`src/design/gda_pkg.sv`:
```
// Shared widths, calendar constants, reciprocals and helper functions for the date pipeline.
package gda_pkg;

   localparam int STAGES       = 13;
   localparam int FRONT_STAGES = 3;

   localparam int YEAR_W   = 14;
   localparam int MONTH_W  = 4;
   localparam int DAY_W    = 5;
   localparam int OFFSET_W = 23;
   localparam int DIFF_W   = 22;
   localparam int SERIAL_W = 23;
   localparam int DAYNUM_W = 24;

   localparam int DAYS_400 = 146097;
   localparam int DAYS_100 = 36524;
   localparam int DAYS_4   = 1461;
   localparam int DAYS_1   = 365;

   localparam int             RECIP_100_SHIFT = 19;
   localparam logic [12:0]    RECIP_100       = 13'(((64'd1 << 19) + 64'd99) / 64'd100);
   localparam int             RECIP_400Y_SHIFT = 32;
   localparam logic [14:0]    RECIP_400Y      = 15'((64'd1 << 32) / 64'd146097);
   localparam int             RECIP_4Y_SHIFT  = 20;
   localparam logic [9:0]     RECIP_4Y        = 10'((64'd1 << 20) / 64'd1461);

   localparam logic [MONTH_W-1:0] MONTH_FEB    = 4'd2;
   localparam logic [MONTH_W-1:0] MONTH_DEC    = 4'd12;

   typedef struct packed {
      logic              cmd;
      logic              ok;
      logic [DIFF_W-1:0] diff;
   } side_type;

   function automatic logic [8:0] days_before(input logic [MONTH_W-1:0] month);
      logic [8:0] days;
      case (month)
         4'd1:    days = 9'd0;
         4'd2:    days = 9'd31;
         4'd3:    days = 9'd59;
         4'd4:    days = 9'd90;
         4'd5:    days = 9'd120;
         4'd6:    days = 9'd151;
         4'd7:    days = 9'd181;
         4'd8:    days = 9'd212;
         4'd9:    days = 9'd243;
         4'd10:   days = 9'd273;
         4'd11:   days = 9'd304;
         4'd12:   days = 9'd334;
         default: days = 9'd0;
      endcase
      return days;
   endfunction

   function automatic logic [DAY_W-1:0] month_days(input logic [MONTH_W-1:0] month,
                                                   input logic leap);
      logic [DAY_W-1:0] days;
      case (month)
         4'd1, 4'd3, 4'd5, 4'd7, 4'd8, 4'd10, 4'd12: days = 5'd31;
         4'd4, 4'd6, 4'd9, 4'd11:                    days = 5'd30;
         4'd2:    days = leap ? 5'd29 : 5'd28;
         default: days = 5'd0;
      endcase
      return days;
   endfunction

endpackage

```
`src/design/gda_flow.sv`:
```
// Stage valid bits and the ripple stall chain that lets bubbles close up.
module gda_flow (
   input  logic                         clock,
   input  logic                         reset,
   input  logic                         req_valid,
   output logic                         req_stall,
   output logic                         rsp_valid,
   input  logic                         rsp_stall,
   output logic [gda_pkg::STAGES-1:0]   stage_en
);
   import gda_pkg::*;

   logic [STAGES-1:0] valid_ff;
   logic [STAGES-1:0] valid_in;
   logic [STAGES-1:0] upstream;
   logic [STAGES-1:0] ready;

   assign upstream = {valid_ff[STAGES-2:0], req_valid};

   assign ready[STAGES-1] = !valid_ff[STAGES-1] || !rsp_stall;
   for (genvar i = 0; i < STAGES - 1; i++) begin : g_ready
      assign ready[i] = !valid_ff[i] || ready[i+1];
   end

   assign stage_en  = upstream & ready;
   assign valid_in  = (ready & upstream) | (~ready & valid_ff);
   assign req_stall = !ready[0];
   assign rsp_valid = valid_ff[STAGES-1];

   always_ff @(posedge clock) begin
      if (reset) begin
         valid_ff <= '0;
      end else begin
         valid_ff <= valid_in;
      end
   end

endmodule

```
`src/design/gda_date_serial.sv`:
```
// Three stages that check one date and turn it into a day count from 0001-01-01.
module gda_date_serial #(
   parameter int MAX_YEAR = 9999
) (
   input  logic                                 clock,
   input  logic [gda_pkg::FRONT_STAGES-1:0]     stage_en,
   input  logic [gda_pkg::YEAR_W-1:0]           year,
   input  logic [gda_pkg::MONTH_W-1:0]          month,
   input  logic [gda_pkg::DAY_W-1:0]            day,
   output logic [gda_pkg::SERIAL_W-1:0]         serial,
   output logic                                 ok
);
   import gda_pkg::*;

   logic [YEAR_W-1:0]             prev_in;
   logic [YEAR_W+RECIP_100_SHIFT-6:0] prod_100;
   logic [7:0]                    cent_in;
   logic                          year_ok_in;
   logic [YEAR_W-1:0]             prev_ff;
   logic [7:0]                    cent_ff;
   logic                          year_ok0_ff;
   logic [MONTH_W-1:0]            month0_ff;
   logic [DAY_W-1:0]              day0_ff;

   logic [YEAR_W-1:0]             hundreds;
   logic [6:0]                    rem100_in;
   logic [SERIAL_W-1:0]           base_in;
   logic [6:0]                    rem100_ff;
   logic [SERIAL_W-1:0]           base_ff;
   logic [1:0]                    prev_lo_ff;
   logic [1:0]                    cent_lo_ff;
   logic                          year_ok1_ff;
   logic [MONTH_W-1:0]            month1_ff;
   logic [DAY_W-1:0]              day1_ff;

   logic                          leap;
   logic                          ok_in;
   logic [SERIAL_W-1:0]           serial_in;
   logic                          ok_ff;
   logic [SERIAL_W-1:0]           serial_ff;

   always_comb begin
      prev_in    = year - 14'd1;
      prod_100   = (YEAR_W+RECIP_100_SHIFT-5)'(prev_in) * (YEAR_W+RECIP_100_SHIFT-5)'(RECIP_100);
      cent_in    = prod_100[RECIP_100_SHIFT +: 8];
      year_ok_in = (year != '0) && (32'(year) <= 32'(MAX_YEAR));
   end

   always_comb begin
      hundreds  = 14'(cent_ff) * 14'd100;
      rem100_in = 7'(prev_ff - hundreds);
      base_in   = SERIAL_W'(prev_ff) * SERIAL_W'(DAYS_1) + SERIAL_W'(prev_ff[YEAR_W-1:2])
                  - SERIAL_W'(cent_ff) + SERIAL_W'(cent_ff[7:2]);
   end

   always_comb begin
      leap      = (prev_lo_ff == 2'd3) && ((rem100_ff != 7'd99) || (cent_lo_ff == 2'd3));
      ok_in     = year_ok1_ff && (month1_ff != '0) && (month1_ff <= MONTH_DEC)
                  && (day1_ff != '0) && (day1_ff <= month_days(month1_ff, leap));
      serial_in = base_ff + SERIAL_W'(days_before(month1_ff))
                  + SERIAL_W'(leap && (month1_ff > MONTH_FEB)) + SERIAL_W'(day1_ff)
                  - SERIAL_W'(1);
   end

   always_ff @(posedge clock) begin
      if (stage_en[0]) begin
         prev_ff     <= prev_in;
         cent_ff     <= cent_in;
         year_ok0_ff <= year_ok_in;
         month0_ff   <= month;
         day0_ff     <= day;
      end
      if (stage_en[1]) begin
         rem100_ff   <= rem100_in;
         base_ff     <= base_in;
         prev_lo_ff  <= prev_ff[1:0];
         cent_lo_ff  <= cent_ff[1:0];
         year_ok1_ff <= year_ok0_ff;
         month1_ff   <= month0_ff;
         day1_ff     <= day0_ff;
      end
      if (stage_en[2]) begin
         ok_ff     <= ok_in;
         serial_ff <= serial_in;
      end
   end

   assign serial = serial_ff;
   assign ok     = ok_ff;

endmodule

```
`src/design/gda_to_date.sv`:
```
// Stages that form the difference or the moved day count and split it back into a date.
module gda_to_date #(
   parameter int MAX_YEAR = 9999
) (
   input  logic                                                   clock,
   input  logic [gda_pkg::STAGES-1:gda_pkg::FRONT_STAGES]         stage_en,
   input  logic                                                   cmd,
   input  logic signed [gda_pkg::OFFSET_W-1:0]                    day_offset,
   input  logic [gda_pkg::SERIAL_W-1:0]                           first_serial,
   input  logic                                                   first_ok,
   input  logic [gda_pkg::SERIAL_W-1:0]                           second_serial,
   input  logic                                                   second_ok,
   output logic                                                   rsp_valid_res,
   output logic [gda_pkg::DIFF_W-1:0]                             rsp_day_difference,
   output logic [gda_pkg::YEAR_W-1:0]                             rsp_result_year,
   output logic [gda_pkg::MONTH_W-1:0]                            rsp_result_month,
   output logic [gda_pkg::DAY_W-1:0]                              rsp_result_day
);
   import gda_pkg::*;

   localparam int LAST_SERIAL = 365 * MAX_YEAR + MAX_YEAR / 4 - MAX_YEAR / 100
                                + MAX_YEAR / 400 - 1;
   localparam int PROD400_W = DAYNUM_W + 15;
   localparam int PROD4_W   = 16 + 10;

   logic [SERIAL_W:0]         gap;
   logic [DAYNUM_W:0]         moved;
   logic                      ok3_in;
   logic [SERIAL_W-1:0]       diff3_in;
   logic                      cmd3_ff;
   logic                      ok3_ff;
   logic [SERIAL_W-1:0]       diff3_ff;
   logic [DAYNUM_W-1:0]       daynum3_ff;

   logic [PROD400_W-1:0]      prod400;
   side_type                  side4_in;
   logic [6:0]                q400e4_in;
   side_type                  side_ff [4:11];
   logic [DAYNUM_W-1:0]       daynum4_ff;
   logic [6:0]                q400e4_ff;

   logic [DAYNUM_W-1:0]       span5;
   logic [18:0]               rem5_in;
   logic [18:0]               rem5_ff;
   logic [6:0]                q400_ff [5:10];

   logic [6:0]                q400_6_in;
   logic [17:0]               rem6_in;
   logic [17:0]               rem6_ff;

   logic [1:0]                cent7_in;
   logic [15:0]               rem7_in;
   logic [15:0]               rem7_ff;
   logic [1:0]                cent_ff [7:10];

   logic [PROD4_W-1:0]        prod4;
   logic [4:0]                q4e8_in;
   logic [15:0]               rem8_ff;
   logic [4:0]                q4_ff [8:10];

   logic [11:0]               rem9_in;
   logic [11:0]               rem9_ff;

   logic [4:0]                q4_10_in;
   logic [10:0]               rem10_in;
   logic [10:0]               rem10_ff;

   logic [1:0]                yr11;
   logic [8:0]                rem11_in;
   logic [15:0]               year11_in;
   logic                      leap11_in;
   logic [8:0]                rem11_ff;
   logic [15:0]               year11_ff;
   logic                      leap11_ff;

   logic [8:0]                thresh;
   logic [8:0]                lead;
   logic [MONTH_W-1:0]        month12_in;
   logic [DAY_W-1:0]          day12_in;
   logic                      valid_res_in;
   logic [DIFF_W-1:0]         difference_in;
   logic [YEAR_W-1:0]         res_year_in;
   logic [MONTH_W-1:0]        res_month_in;
   logic [DAY_W-1:0]          res_day_in;
   logic                      valid_res_ff;
   logic [DIFF_W-1:0]         difference_ff;
   logic [YEAR_W-1:0]         res_year_ff;
   logic [MONTH_W-1:0]        res_month_ff;
   logic [DAY_W-1:0]          res_day_ff;

   always_comb begin
      gap      = {1'b0, first_serial} - {1'b0, second_serial};
      diff3_in = gap[SERIAL_W] ? SERIAL_W'(-gap) : gap[SERIAL_W-1:0];
      moved    = {2'b00, first_serial}
                 + {{(DAYNUM_W+1-OFFSET_W){day_offset[OFFSET_W-1]}}, day_offset};
      ok3_in   = first_ok && (cmd ? (!moved[DAYNUM_W]
                                     && (32'(moved) <= 32'(LAST_SERIAL)))
                                  : second_ok);
   end

   always_comb begin
      prod400   = PROD400_W'(daynum3_ff) * PROD400_W'(RECIP_400Y);
      q400e4_in = prod400[RECIP_400Y_SHIFT +: 7];
      side4_in  = '{cmd:  cmd3_ff,
                    ok:   ok3_ff && (cmd3_ff || !diff3_ff[SERIAL_W-1]),
                    diff: diff3_ff[DIFF_W-1:0]};
   end

   always_comb begin
      span5   = DAYNUM_W'(q400e4_ff) * DAYNUM_W'(DAYS_400);
      rem5_in = 19'(daynum4_ff - span5);
   end

   always_comb begin
      if (rem5_ff >= 19'(DAYS_400)) begin
         q400_6_in = q400_ff[5] + 7'd1;
         rem6_in   = 18'(rem5_ff - 19'(DAYS_400));
      end else begin
         q400_6_in = q400_ff[5];
         rem6_in   = rem5_ff[17:0];
      end
   end

   always_comb begin
      cent7_in = 2'(rem6_ff >= 18'(DAYS_100)) + 2'(rem6_ff >= 18'(2 * DAYS_100))
                 + 2'(rem6_ff >= 18'(3 * DAYS_100));
      rem7_in  = 16'(rem6_ff - 18'(cent7_in) * 18'(DAYS_100));
   end

   always_comb begin
      prod4   = PROD4_W'(rem7_ff) * PROD4_W'(RECIP_4Y);
      q4e8_in = prod4[RECIP_4Y_SHIFT +: 5];
   end

   always_comb begin
      rem9_in = 12'(rem8_ff - 16'(q4_ff[8]) * 16'(DAYS_4));
   end

   always_comb begin
      if (rem9_ff >= 12'(DAYS_4)) begin
         q4_10_in = q4_ff[9] + 5'd1;
         rem10_in = 11'(rem9_ff - 12'(DAYS_4));
      end else begin
         q4_10_in = q4_ff[9];
         rem10_in = rem9_ff[10:0];
      end
   end

   always_comb begin
      yr11      = 2'(rem10_ff >= 11'(DAYS_1)) + 2'(rem10_ff >= 11'(2 * DAYS_1))
                  + 2'(rem10_ff >= 11'(3 * DAYS_1));
      rem11_in  = 9'(rem10_ff - 11'(yr11) * 11'(DAYS_1));
      year11_in = 16'd1 + 16'(q400_ff[10]) * 16'd400 + 16'(cent_ff[10]) * 16'd100
                  + 16'(q4_ff[10]) * 16'd4 + 16'(yr11);
      leap11_in = (yr11 == 2'd3) && ((q4_ff[10] != 5'd24) || (cent_ff[10] == 2'd3));
   end

   always_comb begin
      month12_in = 4'd1;
      thresh     = '0;
      for (int k = 2; k <= 12; k++) begin
         thresh = days_before(4'(k)) + 9'(leap11_ff && (k > 2));
         if (rem11_ff >= thresh) begin
            month12_in = month12_in + 4'd1;
         end
      end
      lead     = days_before(month12_in) + 9'(leap11_ff && (month12_in > MONTH_FEB));
      day12_in = 5'(rem11_ff - lead + 9'd1);

      valid_res_in  = side_ff[11].ok;
      difference_in = (side_ff[11].ok && !side_ff[11].cmd) ? side_ff[11].diff : '0;
      res_year_in   = (side_ff[11].ok && side_ff[11].cmd) ? year11_ff[YEAR_W-1:0] : '0;
      res_month_in  = (side_ff[11].ok && side_ff[11].cmd) ? month12_in : '0;
      res_day_in    = (side_ff[11].ok && side_ff[11].cmd) ? day12_in : '0;
   end

   always_ff @(posedge clock) begin
      if (stage_en[3]) begin
         cmd3_ff    <= cmd;
         ok3_ff     <= ok3_in;
         diff3_ff   <= diff3_in;
         daynum3_ff <= moved[DAYNUM_W-1:0];
      end
      if (stage_en[4]) begin
         side_ff[4] <= side4_in;
         daynum4_ff <= daynum3_ff;
         q400e4_ff  <= q400e4_in;
      end
      for (int k = 5; k <= 11; k++) begin
         if (stage_en[k]) begin
            side_ff[k] <= side_ff[k-1];
         end
      end
      if (stage_en[5]) begin
         rem5_ff    <= rem5_in;
         q400_ff[5] <= q400e4_ff;
      end
      if (stage_en[6]) begin
         rem6_ff    <= rem6_in;
         q400_ff[6] <= q400_6_in;
      end
      for (int k = 7; k <= 10; k++) begin
         if (stage_en[k]) begin
            q400_ff[k] <= q400_ff[k-1];
         end
      end
      if (stage_en[7]) begin
         rem7_ff    <= rem7_in;
         cent_ff[7] <= cent7_in;
      end
      for (int k = 8; k <= 10; k++) begin
         if (stage_en[k]) begin
            cent_ff[k] <= cent_ff[k-1];
         end
      end
      if (stage_en[8]) begin
         rem8_ff  <= rem7_ff;
         q4_ff[8] <= q4e8_in;
      end
      if (stage_en[9]) begin
         rem9_ff  <= rem9_in;
         q4_ff[9] <= q4_ff[8];
      end
      if (stage_en[10]) begin
         rem10_ff  <= rem10_in;
         q4_ff[10] <= q4_10_in;
      end
      if (stage_en[11]) begin
         rem11_ff  <= rem11_in;
         year11_ff <= year11_in;
         leap11_ff <= leap11_in;
      end
      if (stage_en[12]) begin
         valid_res_ff  <= valid_res_in;
         difference_ff <= difference_in;
         res_year_ff   <= res_year_in;
         res_month_ff  <= res_month_in;
         res_day_ff    <= res_day_in;
      end
   end

   assign rsp_valid_res      = valid_res_ff;
   assign rsp_day_difference = difference_ff;
   assign rsp_result_year    = res_year_ff;
   assign rsp_result_month   = res_month_ff;
   assign rsp_result_day     = res_day_ff;

endmodule

```
`src/design/gregorian_date_arithmetic.sv`:
```
// Gregorian date difference and date offset pipeline, top level.
// Throughput is one transaction per cycle while rsp_stall is low; each of the 13 register stages holds one item.
// A stalled response holds the last stage and the full stages behind it; earlier stages keep filling any empty slots.
// Synchronous reset clears the stage valid bits; the datapath registers are not reset.
module gregorian_date_arithmetic #(
   parameter int MAX_YEAR = 9999
) (
   input  logic                                clock,
   input  logic                                reset,
   input  logic                                req_valid,
   output logic                                req_stall,
   input  logic                                req_cmd,
   input  logic [gda_pkg::YEAR_W-1:0]          req_first_year,
   input  logic [gda_pkg::MONTH_W-1:0]         req_first_month,
   input  logic [gda_pkg::DAY_W-1:0]           req_first_day,
   input  logic [gda_pkg::YEAR_W-1:0]          req_second_year,
   input  logic [gda_pkg::MONTH_W-1:0]         req_second_month,
   input  logic [gda_pkg::DAY_W-1:0]           req_second_day,
   input  logic signed [gda_pkg::OFFSET_W-1:0] req_day_offset,
   output logic                                rsp_valid,
   input  logic                                rsp_stall,
   output logic                                rsp_valid_res,
   output logic [gda_pkg::DIFF_W-1:0]          rsp_day_difference,
   output logic [gda_pkg::YEAR_W-1:0]          rsp_result_year,
   output logic [gda_pkg::MONTH_W-1:0]         rsp_result_month,
   output logic [gda_pkg::DAY_W-1:0]           rsp_result_day
);
   import gda_pkg::*;

   logic [STAGES-1:0]          stage_en;
   logic [FRONT_STAGES-1:0]    cmd_ff;
   logic signed [OFFSET_W-1:0] offset_ff [FRONT_STAGES];
   logic [SERIAL_W-1:0]        first_serial;
   logic [SERIAL_W-1:0]        second_serial;
   logic                       first_ok;
   logic                       second_ok;

   gda_flow u_flow (
      .clock     (clock),
      .reset     (reset),
      .req_valid (req_valid),
      .req_stall (req_stall),
      .rsp_valid (rsp_valid),
      .rsp_stall (rsp_stall),
      .stage_en  (stage_en)
   );

   gda_date_serial #(
      .MAX_YEAR (MAX_YEAR)
   ) u_first (
      .clock    (clock),
      .stage_en (stage_en[FRONT_STAGES-1:0]),
      .year     (req_first_year),
      .month    (req_first_month),
      .day      (req_first_day),
      .serial   (first_serial),
      .ok       (first_ok)
   );

   gda_date_serial #(
      .MAX_YEAR (MAX_YEAR)
   ) u_second (
      .clock    (clock),
      .stage_en (stage_en[FRONT_STAGES-1:0]),
      .year     (req_second_year),
      .month    (req_second_month),
      .day      (req_second_day),
      .serial   (second_serial),
      .ok       (second_ok)
   );

   always_ff @(posedge clock) begin
      if (stage_en[0]) begin
         cmd_ff[0]    <= req_cmd;
         offset_ff[0] <= req_day_offset;
      end
      for (int i = 1; i < FRONT_STAGES; i++) begin
         if (stage_en[i]) begin
            cmd_ff[i]    <= cmd_ff[i-1];
            offset_ff[i] <= offset_ff[i-1];
         end
      end
   end

   gda_to_date #(
      .MAX_YEAR (MAX_YEAR)
   ) u_to_date (
      .clock              (clock),
      .stage_en           (stage_en[STAGES-1:FRONT_STAGES]),
      .cmd                (cmd_ff[FRONT_STAGES-1]),
      .day_offset         (offset_ff[FRONT_STAGES-1]),
      .first_serial       (first_serial),
      .first_ok           (first_ok),
      .second_serial      (second_serial),
      .second_ok          (second_ok),
      .rsp_valid_res      (rsp_valid_res),
      .rsp_day_difference (rsp_day_difference),
      .rsp_result_year    (rsp_result_year),
      .rsp_result_month   (rsp_result_month),
      .rsp_result_day     (rsp_result_day)
   );

   assert property (@(posedge clock) disable iff (reset)
      req_stall |-> rsp_valid && rsp_stall)
      else $error("Request stalled while the pipeline still had room.");

   assert property (@(posedge clock) disable iff (reset)
      rsp_valid && !rsp_valid_res |-> rsp_day_difference == '0 && rsp_result_year == '0
         && rsp_result_month == '0 && rsp_result_day == '0)
      else $error("Invalid response carries nonzero result fields.");

   assert property (@(posedge clock) disable iff (reset)
      rsp_valid && rsp_result_month != '0 |-> rsp_valid_res && rsp_result_month <= MONTH_DEC
         && rsp_result_day != '0 && rsp_day_difference == '0)
      else $error("Moved date response is malformed.");

endmodule
```
`config.mk`:
```
export PLATFORM = sky130hd
export DESIGN_NAME = gregorian_date_arithmetic
export DESIGN_NICKNAME = d
export VERILOG_FILES = /design/src/design/gda_pkg.sv /design/src/design/gda_flow.sv /design/src/design/gda_date_serial.sv /design/src/design/gda_to_date.sv /design/src/design/gregorian_date_arithmetic.sv
export SDC_FILE = /design/constraint.sdc
export NUM_CORES = 2
export LEC_CHECK = 0
export BUFFER_PORTS_ARGS = -buffer_cell sky130_fd_sc_hd__buf_2
export CORE_MARGIN = 3
export CORE_UTILIZATION = 49
export CTS_BUF_LIST = sky130_fd_sc_hd__clkbuf_4 sky130_fd_sc_hd__clkbuf_8
export DETAILED_ROUTE_END_ITERATION = 8
export GPL_ROUTABILITY_DRIVEN = 1
export PLACE_DENSITY = 0.66
export REMOVE_ABC_BUFFERS = 1
export SLEW_MARGIN = 0
export SYNTH_ARGS = -nofsm -noshare
export SYNTH_HDL_FRONTEND = slang
export SYNTH_HIERARCHICAL = 1
export SYNTH_SLANG_ARGS = --single-unit
```
`constraint.sdc`:
```
create_clock -name clock -period 16.81 [get_ports clock]
set_clock_uncertainty 0.1 [all_clocks]
set_input_delay 3.362 -clock clock [delete_from_list [all_inputs] [get_ports clock]]
set_output_delay 3.362 -clock clock [all_outputs]
set_load 0.03 [all_outputs]
```
==> impl_metrics.yaml <==
route:
  drt-pass1-iter-count: 5
  top_layer_used: "met4"
  via_count_normalized_by_instance_count: 5.062
  detailroute.wirelength.met3_microns: 3266
  routedLengthMet1_microns: 51540
  num_vias: 37880
  remaining_drc_errors: 0
  wirelength_microns: 116300
  drt-wirelength-per-cell_microns: 15.54
  antenna_left: 0
  dr.first_iter.drc_count: 1575
  met2_wirelength_microns: 58890
clocking:
  postCtsHoldBufs: 0
  clock_tree_from_tritoncts: "yes"
  cts-htree-levels: 4
  clock_latency_ns: 0.82
  cts_inserted_buffers: 136
  postCtsSetupBuffers: 0
  clockRootBuffer: "clkbuf_8"
  cts-root-to-sink-buffers: 3
  numClockSinks: 789
  clk_transition_reported_paths_ns: 0.07
  post_cts.resized_instances: 0
floorplanning:
  die_width_microns: 365.9
  floorplan.die_area_sq_um: 133900
  placement_rows: 131
  io-pin-count: 122
  fp.dieH_microns: 365.9
  floorplan.initialDensity_pct: 49.58
  coreArea_sq_um: 128000
synthesis:
  syn_area_per_cell_sq_um: 11.73
  synth_largest_type_area_fraction_pct: 35.87
  synth_top_cells_by_count: "inv_1 (1110), ha_1 (970), edfxtp_1 (758), fa_1 (541), xnor2_1 (247)"
  synth_top_cell_by_area: "edfxtp_1"
  synth.yosys.warnings: 6
  mappedNetlistArea_sq_um: 63460
  synthCells: 5410
  synth_async_sr_flop_share_pct: 0
  synth_flop_cell: "edfxtp_1"
  yosysMostFrequentCell: "inv_1"
  sequential_element_share_of_the_synthesized_area_pct: 36.84
  yosys_register_bits: 789
  netlist_top_cells_area: "edfxtp_1 (36%), ha_1 (19%), fa_1 (17%)"
  synth_edf_count: 758
  yosysUniqueCellTypes: 103
global_route:
  globalRouteOverflowTotal: 0
  first_global_vias: 39820
  grt_start_max_net_pins: 69
  antenna_found_initial: 1
  global_route_wire_length_before_repair_microns: 196200
  groute.usage.overall_pct: 17.83
critical_path:
  cp_common_cell: "ha_1"
  cp_slowest_cell: "a311oi_1"
  critPathLaunchType: "flip-flop"
  worst_path_largest_cell_delay_ns: 0.68
  critical_path.max_fanout: 12
  required_ns: 17.27
  worstSetupEndpointType: "flip-flop"
  crit_type: "flip-flop to flip-flop"
  data_arrival_time_of_the_critical_path_ns: 10.27
power_and_ir_drop:
  vdd_drop_max_mv: 0.1623
  clockPowerShare_pct: 13.7
  power_report.internal_total_mw: 7.463
  p_leak_nw: 31.37
  power.switching_mw: 5.624
  combinational_power_share_pct: 64.1
  power.switching_fraction_pct: 42.97
  cellPowerDensity_nw_per_um2: 189.6
  p_seq_share_pct: 22.2
sta:
  timing.final.hold_violations: 0
  max_freq_mhz: 102.0
  timing_worst_slew_pin_value_ns: 1.118
  final_max_slew_viol_count: 0
  setup_viol: 0
  min_cycle_time_layout_ns: 9.807
  post-route-worst-setup-slack_ns: 7.003
  timing.max_slew.rel_slack_pct: 25.28
  final.setup.tns_ns: 0
  layout_worst_path_cycle_share_pct: 58.34
  unrepaired_setup_endpoints_after_global_routing: "no"
placed_design:
  hpwlAfterDp_microns: 93850
  place_ws_ns: 6.136
  port-buffer-count: 121
  dp.cells: 7236
  place.gp.congestion: 0.8476
layout:
  areaGrowthSynthToFinish_pct: 8.789
  fillCellCount: 10980
  nets_finish: 7230
  utilization_pct: 53.93
  final_cells: 7484
  drive_gt1_share_pct: 7.666
run:
  drv.max_cap_violation_count: 0
hold_path:
  hold_class: "flip-flop to flip-flop"
status:
  outcome: "completed"
==> critical path, delay by kind of cell (launching register included) <==
family | cells | cell delay, ns
xor+xnor | 5 | 0.81
mux | 4 | 1.27
buf+inv | 4 | 0.35
simple gates | 3 | 0.32
flops | 1 | 0.59
fa+ha+maj | 10 | 3.18
compound gates | 14 | 2.93
==> power groups by stage <==
stage,registers [mW],clock network (mW),logic [mW]
after CTS,2.91,1.86,8.45
after detailed placement,2.95,0,8.38
after floorplan,2.88,0,6.75
after global placement,2.95,0,8.22
after global routing,2.93,1.95,9.73
final,2.91,1.79,8.39
==> registers in the layout, summed over array words and instances, names as in the netlist, 22 cells and up, named ones only <==
register / count
u_to_date/side_ff: 192
offset_ff: 69
u_to_date/q400_ff: 42
u_to_date/daynum3_ff: 24
u_first/base_ff: 23
u_first/serial: 23
u_second/base_ff: 23
u_second/serial: 23
u_to_date/diff3_ff: 23
u_to_date/rsp_day_difference: 22
==> metal layers <==
layer	vias to the layer above	track usage (%)
li1	18880	-
met2	469	32.10
met1	18370	22.32
met5	-	0
met3	164	2.293
met4	0	5.371
==> area by class of cell <==
class | instances | area (sq um) | area share [%]
tap | 1729 | 2163 | 3.133
sequential | 789 | 23380 | 33.87
inverter | 1112 | 4174 | 6.046
antenna | 2 | 5.005 | 0.007249
clock buffer | 171 | 2166 | 3.137
multi-input combinational | 3470 | 35780 | 51.83
timing repair buffer | 136 | 718.2 | 1.040
clock inverter | 75 | 650.6 | 0.9424
==> placed cells by master (no fill, tap or decap), types with 31 or more instances in the layout <==
cell / instances
nand2_1: 174
nand2b_1: 48
inv_1: 1110
edfxtp_1: 758
nand3_1: 64
a31oi_1: 38
ha_1: 970
dfxtp_1: 31
o211ai_1: 32
fa_1: 541
buf_2: 121
o21a_1: 40
nor2_1: 207
nor3_1: 63
xnor2_1: 247
a21oi_1: 195
clkbuf_8: 141
nor2b_1: 42
o21ai_0: 134
and3_1: 46
a21o_1: 98
xor2_1: 94
and2_1: 41
==> logic make-up after synthesis <==
family | count (synthesis) | synth area share (%)
adders and majority gates | 1511 | 36.19
buffers and inverters | 1151 | 6.889
and+or+nand+nor | 826 | 6.666
DFF | 789 | 36.84
AOI/OAI and AO/OA | 756 | 7.945
xor gates and xnor gates | 350 | 4.996
muxes | 27 | 0.4692
==> path summary, 6_finish.rpt <==
kind	start	end	slack (ns)	cells past startpoint
max reg2reg	u_to_date/rem11_ff[2]	u_to_date/rsp_result_day[4]	7.00	40
min	u_to_date/diff3_ff[10]	u_to_date/side_ff[1][10]	0.31	0
max	u_to_date/rem11_ff[2]	u_to_date/rsp_result_day[4]	7.00	40
min reg2reg	u_to_date/diff3_ff[10]	u_to_date/side_ff[1][10]	0.31	0
==> through the flow <==
stage | hold WS [ns] | cell area [sq um] | power [mW]
CTS | 0.3092 | 69040 | 13.23
global route | 0.3147 | 69040 | 14.61
finish | 0.3057 | 69040 | 13.09
detailed placement | 0.3045 | 66220 | 11.33
floorplan | 0.3003 | 63260 | 9.632
global placement | 0.3008 | 66220 | 11.17
(Power assumes the default switching activity.)
